`config.mk`:
```
export PLATFORM = sky130hd
export DESIGN_NAME = sha256_message_hasher_core
export DESIGN_NICKNAME = d
export VERILOG_FILES = /design/src/rtl/core/sha256mh_pkg.sv /design/src/rtl/core/sha256mh_round.sv /design/src/rtl/core/sha256_message_hasher_core.sv
export SDC_FILE = /design/constraint.sdc
export NUM_CORES = 2
export LEC_CHECK = 0
export BUFFER_PORTS_ARGS = -buffer_cell sky130_fd_sc_hd__buf_2
export CORE_MARGIN = 10
export CORE_UTILIZATION = 56
export DETAILED_ROUTE_END_ITERATION = 16
export GPL_TIMING_DRIVEN = 0
export PLACE_DENSITY_LB_ADDON = 0.1
export RECOVER_POWER = 100
export SETUP_SLACK_MARGIN = 0.3
export SYNTH_ARGS = -nofsm -noshare
export SYNTH_HDL_FRONTEND = slang
export SYNTH_SLANG_ARGS = --single-unit
```
`constraint.sdc`:
```
create_clock -name clk -period 43 [get_ports clk]
set_input_delay 8.6 -clock clk [delete_from_list [all_inputs] [get_ports clk]]
set_output_delay 8.6 -clock clk [all_outputs]
set_load 0.03 [all_outputs]
```
`src/rtl/core/sha256mh_pkg.sv`:
```
// Shared types, constants and SHA-256 helper functions.
`timescale 1ns / 1ps
`default_nettype none
package sha256mh_pkg;

	typedef logic [7:0][31:0] work_t;

	localparam int BLOCK_BYTES = 64;
	localparam int BLOCK_BITS  = BLOCK_BYTES * 8;

	localparam logic [7:0] PAD_MARK = 8'h80;
	localparam logic [5:0] LEN_FILL = 6'd56;
	localparam logic [5:0] FILL_LAST = 6'(BLOCK_BYTES - 1);

	localparam work_t H_INIT = {
		32'h5be0cd19, 32'h1f83d9ab, 32'h9b05688c, 32'h510e527f,
		32'ha54ff53a, 32'h3c6ef372, 32'hbb67ae85, 32'h6a09e667
	};

	localparam logic [31:0] ROUND_K [64] = '{
		32'h428a2f98, 32'h71374491, 32'hb5c0fbcf, 32'he9b5dba5,
		32'h3956c25b, 32'h59f111f1, 32'h923f82a4, 32'hab1c5ed5,
		32'hd807aa98, 32'h12835b01, 32'h243185be, 32'h550c7dc3,
		32'h72be5d74, 32'h80deb1fe, 32'h9bdc06a7, 32'hc19bf174,
		32'he49b69c1, 32'hefbe4786, 32'h0fc19dc6, 32'h240ca1cc,
		32'h2de92c6f, 32'h4a7484aa, 32'h5cb0a9dc, 32'h76f988da,
		32'h983e5152, 32'ha831c66d, 32'hb00327c8, 32'hbf597fc7,
		32'hc6e00bf3, 32'hd5a79147, 32'h06ca6351, 32'h14292967,
		32'h27b70a85, 32'h2e1b2138, 32'h4d2c6dfc, 32'h53380d13,
		32'h650a7354, 32'h766a0abb, 32'h81c2c92e, 32'h92722c85,
		32'ha2bfe8a1, 32'ha81a664b, 32'hc24b8b70, 32'hc76c51a3,
		32'hd192e819, 32'hd6990624, 32'hf40e3585, 32'h106aa070,
		32'h19a4c116, 32'h1e376c08, 32'h2748774c, 32'h34b0bcb5,
		32'h391c0cb3, 32'h4ed8aa4a, 32'h5b9cca4f, 32'h682e6ff3,
		32'h748f82ee, 32'h78a5636f, 32'h84c87814, 32'h8cc70208,
		32'h90befffa, 32'ha4506ceb, 32'hbef9a3f7, 32'hc67178f2
	};

	function automatic logic [31:0] bsig0(input logic [31:0] x);
		bsig0 = {x[1:0], x[31:2]} ^ {x[12:0], x[31:13]} ^ {x[21:0], x[31:22]};
	endfunction

	function automatic logic [31:0] bsig1(input logic [31:0] x);
		bsig1 = {x[5:0], x[31:6]} ^ {x[10:0], x[31:11]} ^ {x[24:0], x[31:25]};
	endfunction

	function automatic logic [31:0] ssig0(input logic [31:0] x);
		ssig0 = {x[6:0], x[31:7]} ^ {x[17:0], x[31:18]} ^ {3'b000, x[31:3]};
	endfunction

	function automatic logic [31:0] ssig1(input logic [31:0] x);
		ssig1 = {x[16:0], x[31:17]} ^ {x[18:0], x[31:19]} ^ {10'd0, x[31:10]};
	endfunction

	function automatic logic [31:0] choose(input logic [31:0] x, input logic [31:0] y,
			input logic [31:0] z);
		choose = (x & y) ^ (~x & z);
	endfunction

	function automatic logic [31:0] majority(input logic [31:0] x, input logic [31:0] y,
			input logic [31:0] z);
		majority = (x & y) ^ (x & z) ^ (y & z);
	endfunction

endpackage
`default_nettype wire

```
`src/rtl/core/sha256mh_round.sv`:
```
// One SHA-256 compression round over the eight working variables.
`timescale 1ns / 1ps
`default_nettype none
module sha256mh_round
	import sha256mh_pkg::*;
(
	input  work_t       v,
	input  logic [31:0] w_word,
	input  logic [31:0] k_word,
	output work_t       v_next
);

	logic [31:0] t1;
	logic [31:0] t2;

	assign t1 = v[7] + bsig1(v[4]) + choose(v[4], v[5], v[6]) + k_word + w_word;
	assign t2 = bsig0(v[0]) + majority(v[0], v[1], v[2]);

	always_comb begin
		v_next[7] = v[6];
		v_next[6] = v[5];
		v_next[5] = v[4];
		v_next[4] = v[3] + t1;
		v_next[3] = v[2];
		v_next[2] = v[1];
		v_next[1] = v[0];
		v_next[0] = t1 + t2;
	end

endmodule
`default_nettype wire

```
`src/rtl/core/sha256_message_hasher_core.sv`:
```
// Top level of the SHA-256 message hasher core.
`timescale 1ns / 1ps
`default_nettype none
// SHA-256 over a byte stream. Each accepted item carries at most one message
// byte; bytes shift into a 512-bit block register that also serves as the
// message schedule window. Every 64th byte starts a compression that runs
// one round per cycle in a single round unit, 64 rounds and then a finish
// step that folds the working variables into the chaining words. An item
// with end_of_message pushes the padding (9 to 72 bytes) one byte per cycle,
// pausing while a compression runs, with one or two compressions, then
// offers the digest as eight beats, word 0 first, last_word on word 7.
// item_ready is high only while the core is idle, never while the digest is
// being delivered.
module sha256_message_hasher_core
	import sha256mh_pkg::*;
(
	input  logic        clk,
	input  logic        arst_n,
	input  logic        item_valid,
	output logic        item_ready,
	input  logic [7:0]  data_byte,
	input  logic        byte_present,
	input  logic        end_of_message,
	output logic        digest_valid,
	input  logic        digest_ready,
	output logic [31:0] digest_word,
	output logic [2:0]  word_index,
	output logic        last_word
);

	typedef enum logic [2:0] {
		S_IDLE,
		S_PAD,
		S_ROUND,
		S_FINISH,
		S_OUT
	} state_t;

	typedef enum logic [1:0] {
		P_MARK,
		P_ZERO,
		P_LEN
	} pad_t;

	state_t                state_q;
	pad_t                  pad_q;
	logic [2:0]            len_idx_q;
	logic                  end_q;
	logic                  done_q;
	logic [5:0]            fill_q;
	logic [60:0]           count_q;
	logic [BLOCK_BITS-1:0] buf_q;
	work_t                 v_q;
	work_t                 h_q;
	logic [5:0]            round_q;
	logic [2:0]            out_idx_q;

	logic        item_fire;
	logic        digest_fire;
	logic        len_mode;
	logic [63:0] len_shifted;
	logic [7:0]  pad_byte;
	logic        push;
	logic [7:0]  push_byte;
	logic        start_block;
	logic [31:0] w_next;
	work_t       v_next;

	assign item_ready   = (state_q == S_IDLE);
	assign digest_valid = (state_q == S_OUT);
	assign item_fire    = item_valid & item_ready;
	assign digest_fire  = digest_valid & digest_ready;

	assign digest_word = h_q[out_idx_q];
	assign word_index  = out_idx_q;
	assign last_word   = (out_idx_q == 3'd7);

	// Length bytes go out once the zero run has reached the length offset.
	assign len_mode    = (pad_q == P_LEN) || ((pad_q == P_ZERO) && (fill_q == LEN_FILL));
	assign len_shifted = {count_q, 3'b000} >> {~len_idx_q, 3'b000};

	always_comb begin
		if (pad_q == P_MARK) begin
			pad_byte = PAD_MARK;
		end else if (len_mode) begin
			pad_byte = len_shifted[7:0];
		end else begin
			pad_byte = 8'h00;
		end
	end

	assign push        = (item_fire && byte_present) || (state_q == S_PAD);
	assign push_byte   = (state_q == S_PAD) ? pad_byte : data_byte;
	assign start_block = push && (fill_q == FILL_LAST);

	// Schedule taps: the top word, buf_q[511:480], is w[t], the next one down is w[t+1], and so on.
	assign w_next = ssig1(buf_q[63:32]) + buf_q[223:192] + ssig0(buf_q[479:448])
		+ buf_q[511:480];

	sha256mh_round u_round (
		.v      (v_q),
		.w_word (buf_q[511:480]),
		.k_word (ROUND_K[round_q]),
		.v_next (v_next)
	);

	always_ff @(posedge clk) begin
		if (state_q == S_ROUND) begin
			buf_q <= {buf_q[BLOCK_BITS-33:0], w_next};
			v_q   <= v_next;
		end else begin
			if (push) begin
				buf_q <= {buf_q[BLOCK_BITS-9:0], push_byte};
			end
			if (start_block) begin
				v_q <= h_q;
			end
		end
	end

	always_ff @(posedge clk or negedge arst_n) begin
		if (!arst_n) begin
			state_q   <= S_IDLE;
			pad_q     <= P_MARK;
			len_idx_q <= 3'd0;
			end_q     <= 1'b0;
			done_q    <= 1'b0;
			fill_q    <= 6'd0;
			count_q   <= 61'd0;
			h_q       <= H_INIT;
			round_q   <= 6'd0;
			out_idx_q <= 3'd0;
		end else begin
			if (push) begin
				fill_q <= fill_q + 6'd1;
			end
			case (state_q)
				S_IDLE: begin
					if (item_fire) begin
						if (byte_present) begin
							count_q <= count_q + 61'd1;
						end
						end_q <= end_of_message;
						pad_q <= P_MARK;
						if (start_block) begin
							round_q <= 6'd0;
							state_q <= S_ROUND;
						end else if (end_of_message) begin
							state_q <= S_PAD;
						end
					end
				end
				S_PAD: begin
					if (pad_q == P_MARK) begin
						pad_q <= P_ZERO;
					end else if (len_mode) begin
						pad_q     <= P_LEN;
						len_idx_q <= len_idx_q + 3'd1;
						if (len_idx_q == 3'd7) begin
							done_q <= 1'b1;
						end
					end
					if (start_block) begin
						round_q <= 6'd0;
						state_q <= S_ROUND;
					end
				end
				S_ROUND: begin
					round_q <= round_q + 6'd1;
					if (round_q == 6'(BLOCK_BYTES - 1)) begin
						state_q <= S_FINISH;
					end
				end
				S_FINISH: begin
					for (int i = 0; i < 8; i++) begin
						h_q[i] <= h_q[i] + v_q[i];
					end
					out_idx_q <= 3'd0;
					if (done_q) begin
						state_q <= S_OUT;
					end else if (end_q) begin
						state_q <= S_PAD;
					end else begin
						state_q <= S_IDLE;
					end
				end
				S_OUT: begin
					if (digest_fire) begin
						out_idx_q <= out_idx_q + 3'd1;
						if (out_idx_q == 3'd7) begin
							// drop back to the initial hash for the next message
							h_q       <= H_INIT;
							count_q   <= 61'd0;
							end_q     <= 1'b0;
							done_q    <= 1'b0;
							pad_q     <= P_MARK;
							len_idx_q <= 3'd0;
							state_q   <= S_IDLE;
						end
					end
				end
				default: begin
					state_q <= S_IDLE;
				end
			endcase
		end
	end

endmodule
`default_nettype wire

```
* After elaboration in Yosys (flattened, before gate mapping) *
Memory sizes are Yosys's and may differ from the RTL's.
Index checks and enable logic that the tools add are counted.

storage, ports and cells
  memories kept = 1
  bits in read-only memories = 2048
  register bits after elaboration = 1110
  logic and storage cells = 170
  bits of input ports = 14
  memory bits (writable) = 0
  output and inout port bits = 38
  latch bits = 0

memory list
  name             words  width  rd ports  clocked after Yosys merged registers in  write ports  RTL line                           source
  (no name shown)  64     32     1         0                                        0            sha256_message_hasher_core.sv:103  .k_word (ROUND_K[round_q]),

operators by class
  shift operators = 1
  add/sub/neg operators = 23
  mux-type cells = 51
  multipliers = 0
  $lt $le $gt $ge = 2
  equal/unequal tests = 22
  div/mod/pow operators = 0
  bitwise logic cells = 21
  reductions and logical operators = 23

operators by type and width
  kind                   count
  $mux 256               4
  $mux 512               2
  $add 32x32->32         18
  $pmux 256 s2           1
  $xor 32x32->32         9
  $mux 61                4
  $and 32x32->32         5
  $pmux 61 s2            1
  $bmux 32 s3            1
  $mux 32                3
  $shr 64x6->8           1
  $add 61x1->61 const B  1
  $mux 3                 11
  $not 32->32            1
  $xor 32x22->32         1
  $xor 32x29->32         1
  $mux 8                 3
  $eq 6x6->1 const B     3
  $pmux 6 s3             1
  $pmux 3 s5             1
  $reduce_and 5->1       3
  $add 6x1->6 const B    2
  $mux 6                 2
  $ne 2x1->1 const B     6
  other kinds (29)       58

* Logic depth before layout (Yosys ltp) *
  word-level depth = 8
  mapped depth = 36
  gate-level depth less buffers = 35

* Cells and area by module *
Synthesis repeated with hierarchy kept, for this count alone.

second synthesis, totals
  cell total of the unflattened synthesis = 8652
  area total of the unflattened synthesis = 78250.0 um^2

modules (own cells, without submodules)
  module                      instances  seq. area each (um^2)  cells an instance  area each (um^2)
  sha256_message_hasher_core  1          31790.5                7250               66914.2
  sha256mh_round              1          0.0                    1402               11335.9

* Worst setup path after synthesis *
Ideal clock, no wire load.

  path kind = input -> register
  start = input item_valid
  end = register buf_q[0], enable pin
  path slack = 17.983 ns
  setup time = 4.926 ns
  arrival = 20.091 ns
  required time = 38.074 ns
  cell stages on the path = 4
  cell sequence = nand2b_1 > nor3_1 > nand2_1 > nand3_1

between the ends
  cells in the longest elaborated chain, start to end = 4

RTL lines
  what                         RTL line                           source
  from (decl)                  sha256_message_hasher_core.sv:19   input logic item_valid,
  $and 1x1->1                  sha256_message_hasher_core.sv:71   assign item_fire = item_valid & item_ready;
  $logic_and 1x1->1            sha256_message_hasher_core.sv:92   assign push = (item_fire && byte_present) || (state_q == S_PAD);
  $logic_or 1x1->1             sha256_message_hasher_core.sv:92
  $reduce_bool 2->1 (no line)  --
  to (signal assigned)         sha256_message_hasher_core.sv:109  buf_q <= {buf_q[BLOCK_BITS-33:0], w_next};
  to (signal assigned)         sha256_message_hasher_core.sv:113  buf_q <= {buf_q[BLOCK_BITS-9:0], push_byte};
  to (decl)                    sha256_message_hasher_core.sv:52   logic [BLOCK_BITS-1:0] buf_q;

Every way passes these cells.
A chain may end at the register's enable or synchronous reset.

* Worst setup path after layout *
  start = input item_valid
  end = register v_q[80] (netlist name), enable pin

between the ends
  cells in the longest elaborated chain, start to end = 5

RTL lines
  what                         RTL line                           source
  $and 1x1->1                  sha256_message_hasher_core.sv:71
  $logic_and 1x1->1            sha256_message_hasher_core.sv:92
  $logic_or 1x1->1             sha256_message_hasher_core.sv:92
  $logic_and 1x1->1            sha256_message_hasher_core.sv:94   assign start_block = push && (fill_q == FILL_LAST);
  $reduce_bool 2->1 (no line)  --
  to (signal assigned)         sha256_message_hasher_core.sv:110  v_q <= v_next;
  to (signal assigned)         sha256_message_hasher_core.sv:116  v_q <= h_q;
  to (decl)                    sha256_message_hasher_core.sv:53   work_t v_q;

Every way passes these cells.

==> impl_metrics.csv <==
group,metric,value,unit
setup_path,cp.depth,11,
timing,fin_crit,22.88,ns
timing,period_share,53.2,%
setup_path,startpoint_type,"primary input",
yosys,ys_seq_elements,1110,
yosys,postSynthAreaPerCell,9.17,sq um
detailed_routing,drtAntennaViolNets,0,
timing,setup_viol,0,
setup_path,path_class,"primary input to flip-flop",
grt,busiest_layer,"met2",
detailed_routing,wirelength,298000,um
detailed_routing,detail_route.vias_per_cell,6.36,
final_layout,syn_to_final_growth,8.71,%
yosys,synth_cells,8294,
floorplanning,die_h,388,um
detailed_routing,first_pass_iters,7,
yosys,ys.flop_type,"edfxtp_1",
setup_path,path_cells,"clkbuf_1 > nand2b_1 > nor3_1 > nand2_1 > nand2_1 > and4_1 > clkbuf_1 > nor2_1 > clkinvlp_2 > clkbuf_1 > clkbuf_1",
setup_path,r2r_slack,26.93,ns
yosys,yosysSeqAreaShare,41.8,%
placement,io_buffer_count,50,
detailed_routing,num_vias,66000,
yosys,synthesis.area,76000,sq um
timing,rsz0062_at_grt,"no",
setup_path,critPathBufInv,5,
timing,skew,0.0289,ns
clocking,ctsHtreeMaxLevel,4,
grt,use_met1,48.6,%
placement,post-dp-hpwl,233000,um
yosys,async_reset_ff_share,30.8,%
timing,worst_pin_slew,6.20,ns
setup_path,endpoint,"v_q[80]",
placement,place.gp.congestion,1.03,
detailed_routing,wl_per_cell,28.7,um
setup_path,r2r_end,"v_q[80]",
min_path,min_from,"fill_q[5]",
grt,grt_pass1_vias,63300,
setup_path,slowest_stage,"clkbuf_1",
setup_path,critPathCaptureType,"flip-flop",
floorplanning,die_area,151000,sq um
grt,grt_pass1_wl,427000,um
setup_path,cp_max_fo,96,
timing,setup_tns,0,ns
detailed_routing,drt_iter0_markers,9117,
setup_path,timing.rr.start,"state_q[1]",
clocking,ctsHoldBuffers,0,
final_layout,fin_nets,9105,
setup_path,crit_start,"item_valid",
clocking,cts_num_sinks,1110,
clocking,post_cts_buffers,0,
floorplanning,std_cell_rows,135,
timing,slew_headroom,-314,%
run_status,outcome,"finished with violations",
detailed_routing,drc_errors,0,
grt,antenna_found_initial,11,
clocking,cts_resized,0,
floorplanning,die_w,388,um
yosys,syn-num-nets,8906,
final_layout,drive_gt1_share,5.90,%
floorplanning,coreArea,135000,sq um
clocking,clock_latency,0.79,ns
clocking,clk_pin_slew_worst_paths,0.06,ns
grt,met3_usage,9.23,%
setup_path,crit_top_cell,"clkbuf_1",
grt,globalRouteTotalUtil,38.4,%
setup_path,arrival,23.09,ns
setup_path,crit_family,"buffers and inverters",
grt,grt_max_degree,110,
setup_path,cp.required,43.21,ns
clocking,cts_root_buffer,"clkbuf_16",
clocking,cts_made_buffers,130,
floorplanning,start_util,56.3,%
grt,overflow,0,
timing,slew_viol_final,1283,
setup_path,max_stage_delay,4.51,ns
yosys,yosysWarningCount,0,
timing,fmax,0.0437,GHz
clocking,cts_tree,"built",
min_path,hp-class,"flip-flop to flip-flop",
grt,grtUsageMet2,58.4,%
timing,hold_violations,0,
floorplanning,boundaryPins,52,
run,drv_cap,31,
setup_path,rr_worst_depth,8,
yosys,synth_cell_types,95,
run_status,failed_checks,"max-capacitance violations, max-slew violations",
clocking,clock_path_buffers,3,
yosys,synth-edff-count,768,
[cell usage after synthesis, types with 39 or more instances]
library cell,count,area [sq um]
nand2_1,2280,8560
edfxtp_1,768,23100
o21ai_0,541,2710
a21oi_1,479,2400
inv_1,436,1640
clkbuf_1,410,1540
ha_1,403,5040
nor2_1,377,1420
xnor2_1,356,3120
xor2_1,265,2320
dfrtp_1,206,5150
fa_1,195,3900
a21o_1,175,1310
nand3_1,155,776
dfstp_2,136,3570
nor3_1,95,475
mux4_2,83,1870
nand2b_1,58,363
o21a_1,55,413
o21bai_1,53,398
and3_1,51,319
a31oi_1,50,313
mux2_2,46,518
nor2b_1,42,263
mux2i_1,41,410
o31ai_1,41,308
a211oi_1,39,293
[metal layers]
layer  vias to the layer above  wire length, um
met5                         -               84
met4                        12            24700
met3                       855            32700
met2                      4019           130000
met1                     32200           111000
li1                      28900                -
[layout make-up]
cell class	count	area, sq um
multi-input cells	6294	40800
inverters	439	1650
fillers	11800	52500
diodes	4	10.0
clock inverters	48	544
plain buffers	451	1710
clock buffers	187	3610
well taps	1781	2230
repair buffers	67	282
flip-flops and latches	1110	31800
[placed cells by master (no fill, tap or decap), types with 42 or more instances in the layout]
cell,instances
o31ai_1,42
xnor2_1,356
dfrtp_1,206
nand3_1,155
nor3_1,95
nand2b_1,58
a31oi_1,51
mux4_2,83
nand2_1,2280
o21bai_1,53
a21oi_1,479
nor2b_1,42
and3_1,51
inv_1,435
edfxtp_1,768
o21ai_0,551
dfstp_2,136
o21a_1,55
ha_1,403
nor2_1,379
fa_1,195
clkbuf_1,512
a21o_1,175
xor2_1,265
clkbuf_16,132
[how the worst min path moves through the flow]
stage               cells past startpoint  slack [ns]   endpoint
floorplan                               1        0.44  fill_q[5]
global placement                        1        0.46  fill_q[5]
detailed placement                      1        0.47  fill_q[5]
CTS                                     1        0.48  fill_q[5]
global route                            1        0.50  fill_q[5]
finish                                  1        0.48  fill_q[5]
[registers in the layout, summed over array words and instances (netlist names)]
| register | cells |
|---|---|
| v_q | 256 |
| h_q | 256 |
| pad_q | 2 |
| word_index | 3 |
| round_q | 6 |
| count_q | 61 |
| end_q | 1 |
| buf_q | 512 |
| len_idx_q | 3 |
| state_q | 3 |
| fill_q | 6 |
| done_q | 1 |
[stage by stage]
step	instance area, sq um	setup slack (ns)	utilization [%]	hold slack (ns)	cells
finish	82600	20.12	61.2	0.475	10400
global route	82600	19.71	61.2	0.501	10400
CTS	83100	29.67	61.5	0.479	10400
detailed placement	79000	29.51	58.4	0.466	10100
global placement	78500	10.99	58.1	0.457	10100
floorplan	76000	17.98	-	0.439	8294
[cell families (layout without fill, tap and decap cells)]
family	count (synthesis)	after routing	share of synthesized area (%)
XOR/XNOR	623	623	7.21
buffers and inverters	890	1192	4.40
AND/OR/NAND/NOR	3209	3209	17.4
flip-flops	1110	1110	41.8
adder cells (fa/ha/maj)	620	620	12.1
other	0	4	0
AO/OA/AOI/OAI	1672	1672	13.5
multiplexers	170	170	3.68
[worst reg2reg max path: cells and delay by family (launching register included)]
family | cells | cell delay [ns]
flops | 1 | 0.36
simple gates | 2 | 1.41
buf+inv | 6 | 13.42
Power is left out: the tool's default activity adds up to more than one toggle a clock period on the data nets, which glitch-free logic cannot reach.
